[config.mk]
export PLATFORM = sky130hd
export DESIGN_NAME = gregorian_date_difference
export DESIGN_NICKNAME = d
export VERILOG_FILES = /design/src/sv/gdd_pkg.sv /design/src/sv/gregorian_date_difference.sv
export SDC_FILE = /design/constraint.sdc
export NUM_CORES = 2
export LEC_CHECK = 0
export ABC_AREA = 1
export BUFFER_PORTS_ARGS = -buffer_cell sky130_fd_sc_hd__buf_2
export CORE_MARGIN = 2
export CORE_UTILIZATION = 30
export CTS_CLUSTER_SIZE = 12
export DETAILED_ROUTE_END_ITERATION = 10
export PLACE_DENSITY_LB_ADDON = 0.25
export RECOVER_POWER = 100
export SLEW_MARGIN = 20
export SYNTH_ARGS = -nofsm -noshare
export SYNTH_HDL_FRONTEND = slang
export SYNTH_SLANG_ARGS = --single-unit
[constraint.sdc]
create_clock -name clk -period 12.1 [get_ports clk]
set_input_delay 0.605 -clock clk [delete_from_list [all_inputs] [get_ports clk]]
set_output_delay 0.605 -clock clk [all_outputs]
set_load 0.005 [all_outputs]
[src/sv/gdd_pkg.sv]
package gdd_pkg;

    // field widths
    localparam int unsigned DAY_W   = 5;
    localparam int unsigned MON_W   = 4;
    localparam int unsigned YEAR_W  = 14;
    localparam int unsigned ST_W    = 2;
    localparam int unsigned AGE_W   = 22;
    localparam int unsigned WD_W    = 3;
    localparam int unsigned DN_W    = 24;   // day number, covers year 16383
    localparam int unsigned OFF_W   = 10;   // day of year offset
    localparam int unsigned Q100_W  = 8;    // year / 100 for a 14 bit year

    localparam int unsigned S_DATA_W  = 24;
    localparam int unsigned M_DATA_W  = 32;
    localparam int unsigned CFG_IDX_W = 2;
    localparam int unsigned CFG_DAT_W = 14;

    localparam int unsigned MAX_YEAR_DEF = 9999;

    // register indexes
    localparam logic [CFG_IDX_W-1:0] REG_TODAY_DAY   = 2'd0;
    localparam logic [CFG_IDX_W-1:0] REG_TODAY_MONTH = 2'd1;
    localparam logic [CFG_IDX_W-1:0] REG_TODAY_YEAR  = 2'd2;

    // status codes
    localparam logic [ST_W-1:0] ST_OK    = 2'd0;
    localparam logic [ST_W-1:0] ST_BAD   = 2'd1;
    localparam logic [ST_W-1:0] ST_SAME  = 2'd2;
    localparam logic [ST_W-1:0] ST_AFTER = 2'd3;

    // x / 100 = (x * 5243) >> 19, exact for x < 43699
    localparam int unsigned DIV100_MUL = 5243;
    localparam int unsigned DIV100_SH  = 19;
    localparam int unsigned DIV100_PW  = 27;
    // x / 7 from below: (x * 599186) >> 22, off by at most one under 2^22,
    // which holds every legal day number
    localparam int unsigned DIV7_MUL = 599186;
    localparam int unsigned DIV7_SH  = 22;
    localparam int unsigned DIV7_PW  = 44;

    localparam logic [AGE_W-1:0] AGE_MAX = '1;

    function automatic logic [8:0] days_before(input logic [MON_W-1:0] m);
        logic [8:0] r;
        case (m)
            4'd1:    r = 9'd0;
            4'd2:    r = 9'd31;
            4'd3:    r = 9'd59;
            4'd4:    r = 9'd90;
            4'd5:    r = 9'd120;
            4'd6:    r = 9'd151;
            4'd7:    r = 9'd181;
            4'd8:    r = 9'd212;
            4'd9:    r = 9'd243;
            4'd10:   r = 9'd273;
            4'd11:   r = 9'd304;
            4'd12:   r = 9'd334;
            default: r = 9'd0;
        endcase
        return r;
    endfunction

    function automatic logic [DAY_W-1:0] month_len(input logic [MON_W-1:0] m,
                                                   input logic leap);
        logic [DAY_W-1:0] r;
        case (m)
            4'd2:    r = leap ? 5'd29 : 5'd28;
            4'd4:    r = 5'd30;
            4'd6:    r = 5'd30;
            4'd9:    r = 5'd30;
            4'd11:   r = 5'd30;
            default: r = 5'd31;
        endcase
        return r;
    endfunction

endpackage

[src/sv/gregorian_date_difference.sv]
// Date checker against a reference date. Each transaction on the slave
// stream carries one Gregorian date; the block answers with one
// transaction on the master stream holding a status (ok, malformed, equal
// to the reference, after the reference), the number of days from the
// date up to the reference date (saturated to 22 bits, zero unless the
// status is ok), the weekday (0 = Monday, zero for a malformed date) and
// an anniversary flag. The reference date is written through the cfg port;
// the user must write it only while no transaction is in flight; the block
// itself does not enforce this. Throughput is one date per clock when
// m_tready does not stall the output. There are five register stages (four
// compute stages plus the output register), the first of them loaded at the
// accepting edge. Stall back-pressure walks back stage by stage, so bubbles
// are squeezed out and s_tready stays high while any stage is empty.
module gregorian_date_difference
    import gdd_pkg::*;
#(
    parameter int unsigned MAX_YEAR = gdd_pkg::MAX_YEAR_DEF
)
(
    input  logic                           clk,
    input  logic                           rst_n,
    input  logic                           cfg_wen,
    input  logic [gdd_pkg::CFG_IDX_W-1:0]  cfg_index,
    input  logic [gdd_pkg::CFG_DAT_W-1:0]  cfg_wdata,
    input  logic                           s_tvalid,
    output logic                           s_tready,
    // [4:0] birth_day, [8:5] birth_month, [22:9] birth_year, [23] zero
    input  logic [gdd_pkg::S_DATA_W-1:0]   s_tdata,
    output logic                           m_tvalid,
    input  logic                           m_tready,
    // [1:0] status, [23:2] age_days, [26:24] weekday, [27] anniversary,
    // [31:28] zero
    output logic [gdd_pkg::M_DATA_W-1:0]   m_tdata
);

    // ---------------------------------------------------------------
    // reference date registers
    // ---------------------------------------------------------------
    logic [DAY_W-1:0]  today_day_reg;
    logic [MON_W-1:0]  today_month_reg;
    logic [YEAR_W-1:0] today_year_reg;

    always_ff @(posedge clk or negedge rst_n)
    begin
        if (!rst_n)
        begin
            today_day_reg   <= DAY_W'(1);
            today_month_reg <= MON_W'(1);
            today_year_reg  <= YEAR_W'(1);
        end
        else if (cfg_wen)
        begin
            case (cfg_index)
                REG_TODAY_DAY:   today_day_reg   <= cfg_wdata[DAY_W-1:0];
                REG_TODAY_MONTH: today_month_reg <= cfg_wdata[MON_W-1:0];
                REG_TODAY_YEAR:  today_year_reg  <= cfg_wdata[YEAR_W-1:0];
                default:         ;
            endcase
        end
    end

    // ---------------------------------------------------------------
    // handshake: each stage moves when empty or when the next one moves
    // ---------------------------------------------------------------
    logic v1_reg, v2_reg, v3_reg, v4_reg, out_valid_reg;
    logic rdy1, rdy2, rdy3, rdy4, rdy_out;

    assign rdy_out  = !out_valid_reg || m_tready;
    assign rdy4     = !v4_reg || rdy_out;
    assign rdy3     = !v3_reg || rdy4;
    assign rdy2     = !v2_reg || rdy3;
    assign rdy1     = !v1_reg || rdy2;
    assign s_tready = rdy1;

    always_ff @(posedge clk or negedge rst_n)
    begin
        if (!rst_n)
        begin
            v1_reg        <= 1'b0;
            v2_reg        <= 1'b0;
            v3_reg        <= 1'b0;
            v4_reg        <= 1'b0;
            out_valid_reg <= 1'b0;
        end
        else
        begin
            if (rdy1)    v1_reg        <= s_tvalid;
            if (rdy2)    v2_reg        <= v1_reg;
            if (rdy3)    v3_reg        <= v2_reg;
            if (rdy4)    v4_reg        <= v3_reg;
            if (rdy_out) out_valid_reg <= v4_reg;
        end
    end

    // ---------------------------------------------------------------
    // stage 1: order compare, anniversary match, reference saturation, divide years by 100
    // lane 0 is the queried date, lane 1 the reference date
    // ---------------------------------------------------------------
    logic [DAY_W-1:0]  bd;
    logic [MON_W-1:0]  bm;
    logic [YEAR_W-1:0] by;
    logic [MON_W-1:0]  rm;
    logic [YEAR_W-1:0] ry;

    assign bd   = s_tdata[DAY_W-1:0];
    assign bm   = s_tdata[DAY_W +: MON_W];
    assign by   = s_tdata[DAY_W+MON_W +: YEAR_W];

    always_comb
    begin
        if (today_month_reg == '0)
            rm = MON_W'(1);
        else if (today_month_reg > MON_W'(12))
            rm = MON_W'(12);
        else
            rm = today_month_reg;
        ry = (today_year_reg == '0) ? YEAR_W'(1) : today_year_reg;
    end

    logic [DAY_W-1:0]  d1_next   [2];
    logic [MON_W-1:0]  m1_next   [2];
    logic [YEAR_W-1:0] y1_next   [2];
    logic [YEAR_W-1:0] p1_next   [2];
    logic [Q100_W-1:0] qy1_next  [2];
    logic [Q100_W-1:0] qp1_next  [2];
    logic [DIV100_PW-1:0] prod_y [2];
    logic [DIV100_PW-1:0] prod_p [2];
    logic same1_next, after1_next, anniv1_next, neg1_next;

    logic [DAY_W-1:0]  d1_reg   [2];
    logic [MON_W-1:0]  m1_reg   [2];
    logic [YEAR_W-1:0] y1_reg   [2];
    logic [YEAR_W-1:0] p1_reg   [2];
    logic [Q100_W-1:0] qy1_reg  [2];
    logic [Q100_W-1:0] qp1_reg  [2];
    logic same1_reg, after1_reg, anniv1_reg, neg1_reg;

    always_comb
    begin
        d1_next[0] = bd;
        m1_next[0] = bm;
        y1_next[0] = by;
        d1_next[1] = today_day_reg;
        m1_next[1] = rm;
        y1_next[1] = ry;
        for (int l = 0; l < 2; l++)
        begin
            p1_next[l]  = y1_next[l] - YEAR_W'(1);
            prod_y[l]   = DIV100_PW'(y1_next[l]) * DIV100_PW'(DIV100_MUL);
            prod_p[l]   = DIV100_PW'(p1_next[l]) * DIV100_PW'(DIV100_MUL);
            qy1_next[l] = prod_y[l][DIV100_SH +: Q100_W];
            qp1_next[l] = prod_p[l][DIV100_SH +: Q100_W];
        end

        // order on raw fields: year, then month, then day
        same1_next = (by == today_year_reg) && (bm == today_month_reg)
                     && (bd == today_day_reg);
        if (by != today_year_reg)
            after1_next = by > today_year_reg;
        else if (bm != today_month_reg)
            after1_next = bm > today_month_reg;
        else
            after1_next = bd > today_day_reg;

        anniv1_next = (bd == today_day_reg) && (bm == today_month_reg);
        // reference day 0 of January in year 1 lies before day zero
        neg1_next   = (ry == YEAR_W'(1)) && (rm == MON_W'(1))
                      && (today_day_reg == '0);
    end

    always_ff @(posedge clk)
    begin
        if (rdy1)
        begin
            for (int l = 0; l < 2; l++)
            begin
                d1_reg[l]  <= d1_next[l];
                m1_reg[l]  <= m1_next[l];
                y1_reg[l]  <= y1_next[l];
                p1_reg[l]  <= p1_next[l];
                qy1_reg[l] <= qy1_next[l];
                qp1_reg[l] <= qp1_next[l];
            end
            same1_reg  <= same1_next;
            after1_reg <= after1_next;
            anniv1_reg <= anniv1_next;
            neg1_reg   <= neg1_next;
        end
    end

    // ---------------------------------------------------------------
    // stage 2: leap years, validity, status, day of year offset, year part of the day number
    // ---------------------------------------------------------------
    logic              leap2      [2];
    logic [DN_W-1:0]   n1_2_next  [2];
    logic [OFF_W-1:0]  off2_next  [2];
    logic [ST_W-1:0]   st2_next;
    logic              valid2;

    logic [DN_W-1:0]   n1_2_reg   [2];
    logic [OFF_W-1:0]  off2_reg   [2];
    logic [ST_W-1:0]   st2_reg;
    logic              anniv2_reg, neg2_reg;

    always_comb
    begin
        for (int l = 0; l < 2; l++)
        begin
            leap2[l] = (y1_reg[l][1:0] == 2'b00)
                       && ((YEAR_W'(qy1_reg[l]) * YEAR_W'(100) != y1_reg[l])
                           || (qy1_reg[l][1:0] == 2'b00));
            n1_2_next[l] = DN_W'(p1_reg[l]) * DN_W'(365)
                           + DN_W'(p1_reg[l] >> 2)
                           - DN_W'(qp1_reg[l])
                           + DN_W'(qp1_reg[l] >> 2);
            off2_next[l] = OFF_W'(days_before(m1_reg[l]))
                           + OFF_W'((m1_reg[l] > MON_W'(2)) && leap2[l])
                           + OFF_W'(d1_reg[l]);
        end

        valid2 = (y1_reg[0] != '0) && (32'(y1_reg[0]) <= 32'(MAX_YEAR))
                 && (m1_reg[0] >= MON_W'(1)) && (m1_reg[0] <= MON_W'(12))
                 && (d1_reg[0] != '0)
                 && (d1_reg[0] <= month_len(m1_reg[0], leap2[0]));

        if (!valid2)
            st2_next = ST_BAD;
        else if (same1_reg)
            st2_next = ST_SAME;
        else if (after1_reg)
            st2_next = ST_AFTER;
        else
            st2_next = ST_OK;
    end

    always_ff @(posedge clk)
    begin
        if (rdy2)
        begin
            for (int l = 0; l < 2; l++)
            begin
                n1_2_reg[l] <= n1_2_next[l];
                off2_reg[l] <= off2_next[l];
            end
            st2_reg    <= st2_next;
            anniv2_reg <= anniv1_reg;
            neg2_reg   <= neg1_reg;
        end
    end

    // ---------------------------------------------------------------
    // stage 3: full day numbers
    // ---------------------------------------------------------------
    logic [DN_W-1:0] bn3_reg, rn3_reg;
    logic [ST_W-1:0] st3_reg;
    logic            anniv3_reg, neg3_reg;
    logic [DN_W-1:0] bn3_next, rn3_next;

    assign bn3_next = n1_2_reg[0] + DN_W'(off2_reg[0]) - DN_W'(1);
    assign rn3_next = n1_2_reg[1] + DN_W'(off2_reg[1]) - DN_W'(1);

    always_ff @(posedge clk)
    begin
        if (rdy3)
        begin
            bn3_reg    <= bn3_next;
            rn3_reg    <= rn3_next;
            st3_reg    <= st2_reg;
            anniv3_reg <= anniv2_reg;
            neg3_reg   <= neg2_reg;
        end
    end

    // ---------------------------------------------------------------
    // stage 4: difference with saturation, quotient estimate for mod 7
    // ---------------------------------------------------------------
    logic [DN_W-1:0]    diff4;
    logic [DIV7_PW-1:0] prod7;
    logic [AGE_W-1:0]   age4_next;
    logic [3:0]         q4_next;

    logic [AGE_W-1:0]   age4_reg;
    logic [3:0]         q4_reg, bnl4_reg;
    logic [ST_W-1:0]    st4_reg;
    logic               anniv4_reg;

    always_comb
    begin
        diff4 = rn3_reg - bn3_reg;
        if ((st3_reg != ST_OK) || neg3_reg || (rn3_reg <= bn3_reg))
            age4_next = '0;
        else if (diff4 > DN_W'(AGE_MAX))
            age4_next = AGE_MAX;
        else
            age4_next = diff4[AGE_W-1:0];
        prod7   = DIV7_PW'(bn3_reg) * DIV7_PW'(DIV7_MUL);
        // only the low nibble is needed: remainder is below 16
        q4_next = prod7[DIV7_SH +: 4];
    end

    always_ff @(posedge clk)
    begin
        if (rdy4)
        begin
            age4_reg   <= age4_next;
            q4_reg     <= q4_next;
            bnl4_reg   <= bn3_reg[3:0];
            st4_reg    <= st3_reg;
            anniv4_reg <= anniv3_reg;
        end
    end

    // ---------------------------------------------------------------
    // output register: remainder correction and packing
    // ---------------------------------------------------------------
    logic [3:0]       rem_raw;
    logic [WD_W-1:0]  wd_next;
    logic [WD_W-1:0]  wd_reg;
    logic [AGE_W-1:0] age_reg;
    logic [ST_W-1:0]  st_reg;
    logic             anniv_reg;

    always_comb
    begin
        rem_raw = bnl4_reg - q4_reg * 4'd7;
        if (st4_reg == ST_BAD)
            wd_next = '0;
        else if (rem_raw >= 4'd7)
            wd_next = WD_W'(rem_raw - 4'd7);
        else
            wd_next = rem_raw[WD_W-1:0];
    end

    always_ff @(posedge clk)
    begin
        if (rdy_out)
        begin
            st_reg    <= st4_reg;
            age_reg   <= age4_reg;
            wd_reg    <= wd_next;
            anniv_reg <= anniv4_reg;
        end
    end

    assign m_tvalid = out_valid_reg;
    assign m_tdata  = {4'b0000, anniv_reg, wd_reg, age_reg, st_reg};

`ifndef SYNTH
    // a malformed date reports neither age nor weekday
    a_bad_clear: assert property (@(posedge clk) disable iff (!rst_n)
        (out_valid_reg && st_reg == ST_BAD) |-> (age_reg == '0 && wd_reg == '0))
        else $error("malformed date with non-zero age or weekday");

    // a day count only comes with an ok status
    a_age_ok: assert property (@(posedge clk) disable iff (!rst_n)
        (out_valid_reg && age_reg != '0) |-> (st_reg == ST_OK))
        else $error("age reported with status other than ok");

    // mod 7 correction leaves a weekday code
    a_wd_range: assert property (@(posedge clk) disable iff (!rst_n)
        out_valid_reg |-> (wd_reg < WD_W'(7)))
        else $error("weekday out of range");

    // a stalled result is not overwritten
    a_hold: assert property (@(posedge clk) disable iff (!rst_n)
        (out_valid_reg && !m_tready) |=> (out_valid_reg && $stable(m_tdata)))
        else $error("stalled result changed");
`endif

endmodule
==> impl_metrics.toml <==
[critical_path]
timing.critical_path.slowest_cell_delay_ns = 2.97
timing.critical_path.cells = "inv_1 > nor2_1 > inv_1 > nor2_1 > inv_1 > nor2_1 > clkinvlp_2 > nor2_1 > nand2_1 > clkbuf_1"
cp_slowest_cell = "sky130_fd_sc_hd__clkbuf_1"
path_common_cell = "sky130_fd_sc_hd__nor2_1"
path_buf_inv = 5
logic_depth_of_the_worst_setup_path_including_buffers = 10
critical-path-top-delay-family = "buffers and inverters"
type_of_the_worst_setup_path = "flip-flop to flip-flop"
crit_path_end_kind = "flip-flop"
cp_required_ns = 12.16
worst_ep_arrival_time_ns = 7.89
crit_path_max_fanout = 75
worst-r2r-cell-count = 10
startpoint_type = "flip-flop"

[sta]
maxClockFrequency_mhz = 127.7
total_of_endpoints_with_negative_setup_slack_in_the_final_report = 0
totalNegativeSetupSlack_ns = 0
report.final.slew_viol_count = 307
final.min_clock_period_ns = 7.829
setup_repair_after_global_routing_missed_its_margin = "false"
timing.final.hold_violations = 0
fin_skew_ns = 0.02088
finalCritPeriodShare_pct = 64.70
worst-slew-pin-transition_ns = 4.098
worst_slew_margin_rel_pct = -173.2

[global_route]
maximum_number_of_pins_on_one_net_before_global_route_repair = 76
grt_overflow_total = 0
grt_first_pass_wirelength_um = 179500
grt.total_usage_pct = 14.16
via_count_of_the_first_global_routing_pass = 34509
number_of_antenna_violations_at_the_first_check_in_global_routing = 11

[synth]
synthCells = 5314
async_set_or_reset_flop_fraction_in_the_synthesized_netlist_pct = 8.669
synth.yosys.seq_area_share_pct = 20.67
ys_ff_latch = 323
synth_cell_types = 55
synth-edff-count = 295
syn_avg_cell_area_sq_um = 8.707
area_of_the_mapped_netlist_sq_um = 46270
synth_flop_cell = "sky130_fd_sc_hd__edfxtp_1"
ys_warn_count = 0

[cells_and_area]
drive_above_1_share_pct = 3.135
layout-area-overhead-vs-synth_pct = 8.688
final_stage_net_count = 6796
post_layout_nonfiller_instances = 7501
largest_reg_flops = 48

[floorplanning]
core_sq_um = 153700
die-height_um = 396.7
design.die.area_sq_um = 157400
horizontal_die_dimension_um = 396.7
std_cell_rows = 144
ios = 79
floorplan.initialDensity_pct = 30.11

[cts]
ctsRootBufferMaster = "sky130_fd_sc_hd__clkbuf_16"
clk_pin_slew_worst_paths_ns = 0.06
tritoncts = "built"
cts_made_buffers = 41
worstSkewPairLatency_ns = 0.58
htree_levels = 2
hold_buffers = 0
cts_resized = 0
cts.sinks = 323
cts-root-to-sink-buffers = 3
postCtsSetupBuffers = 0

[placement]
post-dp-hpwl_um = 95700
cell_total_after_placement = 7425
gp_routability_congestion = 0.8899
io_buffer_count = 73

[detailed_routing]
avgRoutedWirePerCell_um = 14.42
final_antenna_net_count = 0
detail_route.iter0.violations = 1359
firstDrtPassIters = 5
drt-vias-per-instance = 4.374
route.vias.total = 32810
drt_wl_total_um = 108200
detail_route.drc_violations = 0

[worst_hold_path]
min_path_type = "input pin to flip-flop"
hold-path-cell-count = 1

[run]
drv_cap = 6

[status]
violations = "max-capacitance violations, max-slew violations"
status = "complete, but fails checks"
==> synth_stat cells (11+ instances only) <==
cell	instances	area share [%]
sky130_fd_sc_hd__a211oi_1	11	0.18
sky130_fd_sc_hd__a21o_1	31	0.50
sky130_fd_sc_hd__a21oi_1	240	2.6
sky130_fd_sc_hd__a31oi_1	15	0.20
sky130_fd_sc_hd__dfrtp_1	25	1.4
sky130_fd_sc_hd__edfxtp_1	295	19
sky130_fd_sc_hd__fa_1	471	20
sky130_fd_sc_hd__ha_1	856	23
sky130_fd_sc_hd__inv_1	1490	12
sky130_fd_sc_hd__inv_2	13	0.11
sky130_fd_sc_hd__nand2_1	777	6.3
sky130_fd_sc_hd__nand2_2	17	0.23
sky130_fd_sc_hd__nand3_1	171	1.8
sky130_fd_sc_hd__nand3_2	24	0.52
sky130_fd_sc_hd__nand4_1	65	0.88
sky130_fd_sc_hd__nor2_1	276	2.2
sky130_fd_sc_hd__nor3_1	42	0.45
sky130_fd_sc_hd__nor4_1	14	0.19
sky130_fd_sc_hd__o21ai_0	162	1.8
sky130_fd_sc_hd__o21bai_1	17	0.28
sky130_fd_sc_hd__xnor2_1	73	1.4
sky130_fd_sc_hd__xor2_1	119	2.3
==> worst register-to-register path, stage by stage (launching register included) <==
cell and delay (ns):
sky130_fd_sc_hd__dfrtp_1 0.39, sky130_fd_sc_hd__inv_1 0.06, sky130_fd_sc_hd__nor2_1 0.03, sky130_fd_sc_hd__inv_1 0.74, sky130_fd_sc_hd__nor2_1 0.09, sky130_fd_sc_hd__inv_1 0.11, sky130_fd_sc_hd__nor2_1 0.07, sky130_fd_sc_hd__clkinvlp_2 1.28
sky130_fd_sc_hd__nor2_1 0.20, sky130_fd_sc_hd__nand2_1 1.32, sky130_fd_sc_hd__clkbuf_1 3.00
==> kinds of logic (layout without fill, tap and decap cells) <==
| logic type | count (synthesis) | after routing | synth area share, % |
|---|---|---|---|
| AOI/OAI and AO/OA | 519 | 519 | 6.214 |
| xor gates and xnor gates | 192 | 192 | 3.634 |
| adders and majority gates | 1327 | 1327 | 43.53 |
| buffers and inverters | 1525 | 1661 | 12.61 |
| DFF | 323 | 323 | 20.67 |
| other | 1 | 8 | 0.008104 |
| and+or+nand+nor | 1427 | 1427 | 13.34 |
==> worst paths after layout <==
path | from | to | slack [ns]
worst max-delay path | m_tvalid | y1_reg[0][16] | 4.27
worst min-delay path | s_tdata[0] | d1_reg[0][0] | 0.24
worst max register to register | m_tvalid | y1_reg[0][16] | 4.27
worst min register to register | age4_reg[18] | age_reg[18] | 0.42
max in group asynchronous | rst_n | m_tvalid | 10.41
min in group asynchronous | rst_n | today_year_reg[5] | 0.56
==> metal layers <==
layer  vias to the layer above  wire length (um)  part of all wire, %  global-route usage (%)
met5                         -                41                0.038                       0
met4                         6              2380                  2.2                   3.035
met3                       131              3775                  3.5                   1.419
met2                       402             50440                   47                   24.38
met1                     15450             51550                   48                   19.15
li1                      16821                 -                    -                       -
==> placed cells by master, fill, tap and decap left out, types with 5 or more instances in the layout <==
| master | count |
|---|---|
| sky130_fd_sc_hd__clkinv_1 | 8 |
| sky130_fd_sc_hd__nand4_1 | 65 |
| sky130_fd_sc_hd__nand3_2 | 20 |
| sky130_fd_sc_hd__o21ai_0 | 167 |
| sky130_fd_sc_hd__inv_1 | 1489 |
| sky130_fd_sc_hd__nand2_1 | 780 |
| sky130_fd_sc_hd__a21oi_1 | 240 |
| sky130_fd_sc_hd__a21boi_0 | 8 |
| sky130_fd_sc_hd__nor2_1 | 279 |
| sky130_fd_sc_hd__conb_1 | 5 |
| sky130_fd_sc_hd__edfxtp_1 | 295 |
| sky130_fd_sc_hd__xnor2_1 | 73 |
| sky130_fd_sc_hd__ha_1 | 856 |
| sky130_fd_sc_hd__a211oi_1 | 11 |
| sky130_fd_sc_hd__nor2_2 | 6 |
| sky130_fd_sc_hd__inv_2 | 12 |
| sky130_fd_sc_hd__fa_1 | 471 |
| sky130_fd_sc_hd__buf_2 | 34 |
| sky130_fd_sc_hd__or2_2 | 8 |
| sky130_fd_sc_hd__nor4_1 | 14 |
| sky130_fd_sc_hd__o211ai_1 | 8 |
| sky130_fd_sc_hd__a31oi_1 | 15 |
| sky130_fd_sc_hd__clkbuf_16 | 41 |
| sky130_fd_sc_hd__nand3b_1 | 9 |
| sky130_fd_sc_hd__xor2_1 | 119 |
| sky130_fd_sc_hd__a21o_1 | 31 |
| sky130_fd_sc_hd__nand3_1 | 175 |
| sky130_fd_sc_hd__nor2_4 | 5 |
| sky130_fd_sc_hd__clkbuf_1 | 56 |
| sky130_fd_sc_hd__nand2_2 | 14 |
| sky130_fd_sc_hd__nor3_1 | 42 |
| sky130_fd_sc_hd__o21bai_1 | 17 |
| sky130_fd_sc_hd__dfrtp_1 | 25 |
| sky130_fd_sc_hd__clkinvlp_4 | 5 |
==> cell type report <==
class | instances | area, sq um
Tap cell | 2044 | 2557
Antenna cell | 3 | 7.507
Clock buffer | 51 | 1084
Multi-Input combinational cell | 3470 | 30840
Timing Repair Buffer | 83 | 357.8
Sequential cell | 323 | 9563
Fill cell | 16211 | 103400
Inverter | 1505 | 5657
Clock inverter | 22 | 221.5
==> stage by stage <==
step | setup WS (ns) | cell area (sq um) | util (%) | hold WS (ns)
5_1_grt | 3.116 | 50280 | 32.72 | 0.1987
6_report | 4.271 | 50290 | 32.72 | 0.2350
3_3_place_gp | 4.689 | 49110 | 31.96 | 0.4041
4_1_cts | 4.664 | 50420 | 32.80 | 0.09755
3_5_place_dp | 4.671 | 49110 | 31.96 | 0.4054
2_1_floorplan | 5.727 | 46290 | - | 0.3094
Power is not shown: default switching activity piles up to over one toggle a cycle in this logic, so the estimate is an artifact.
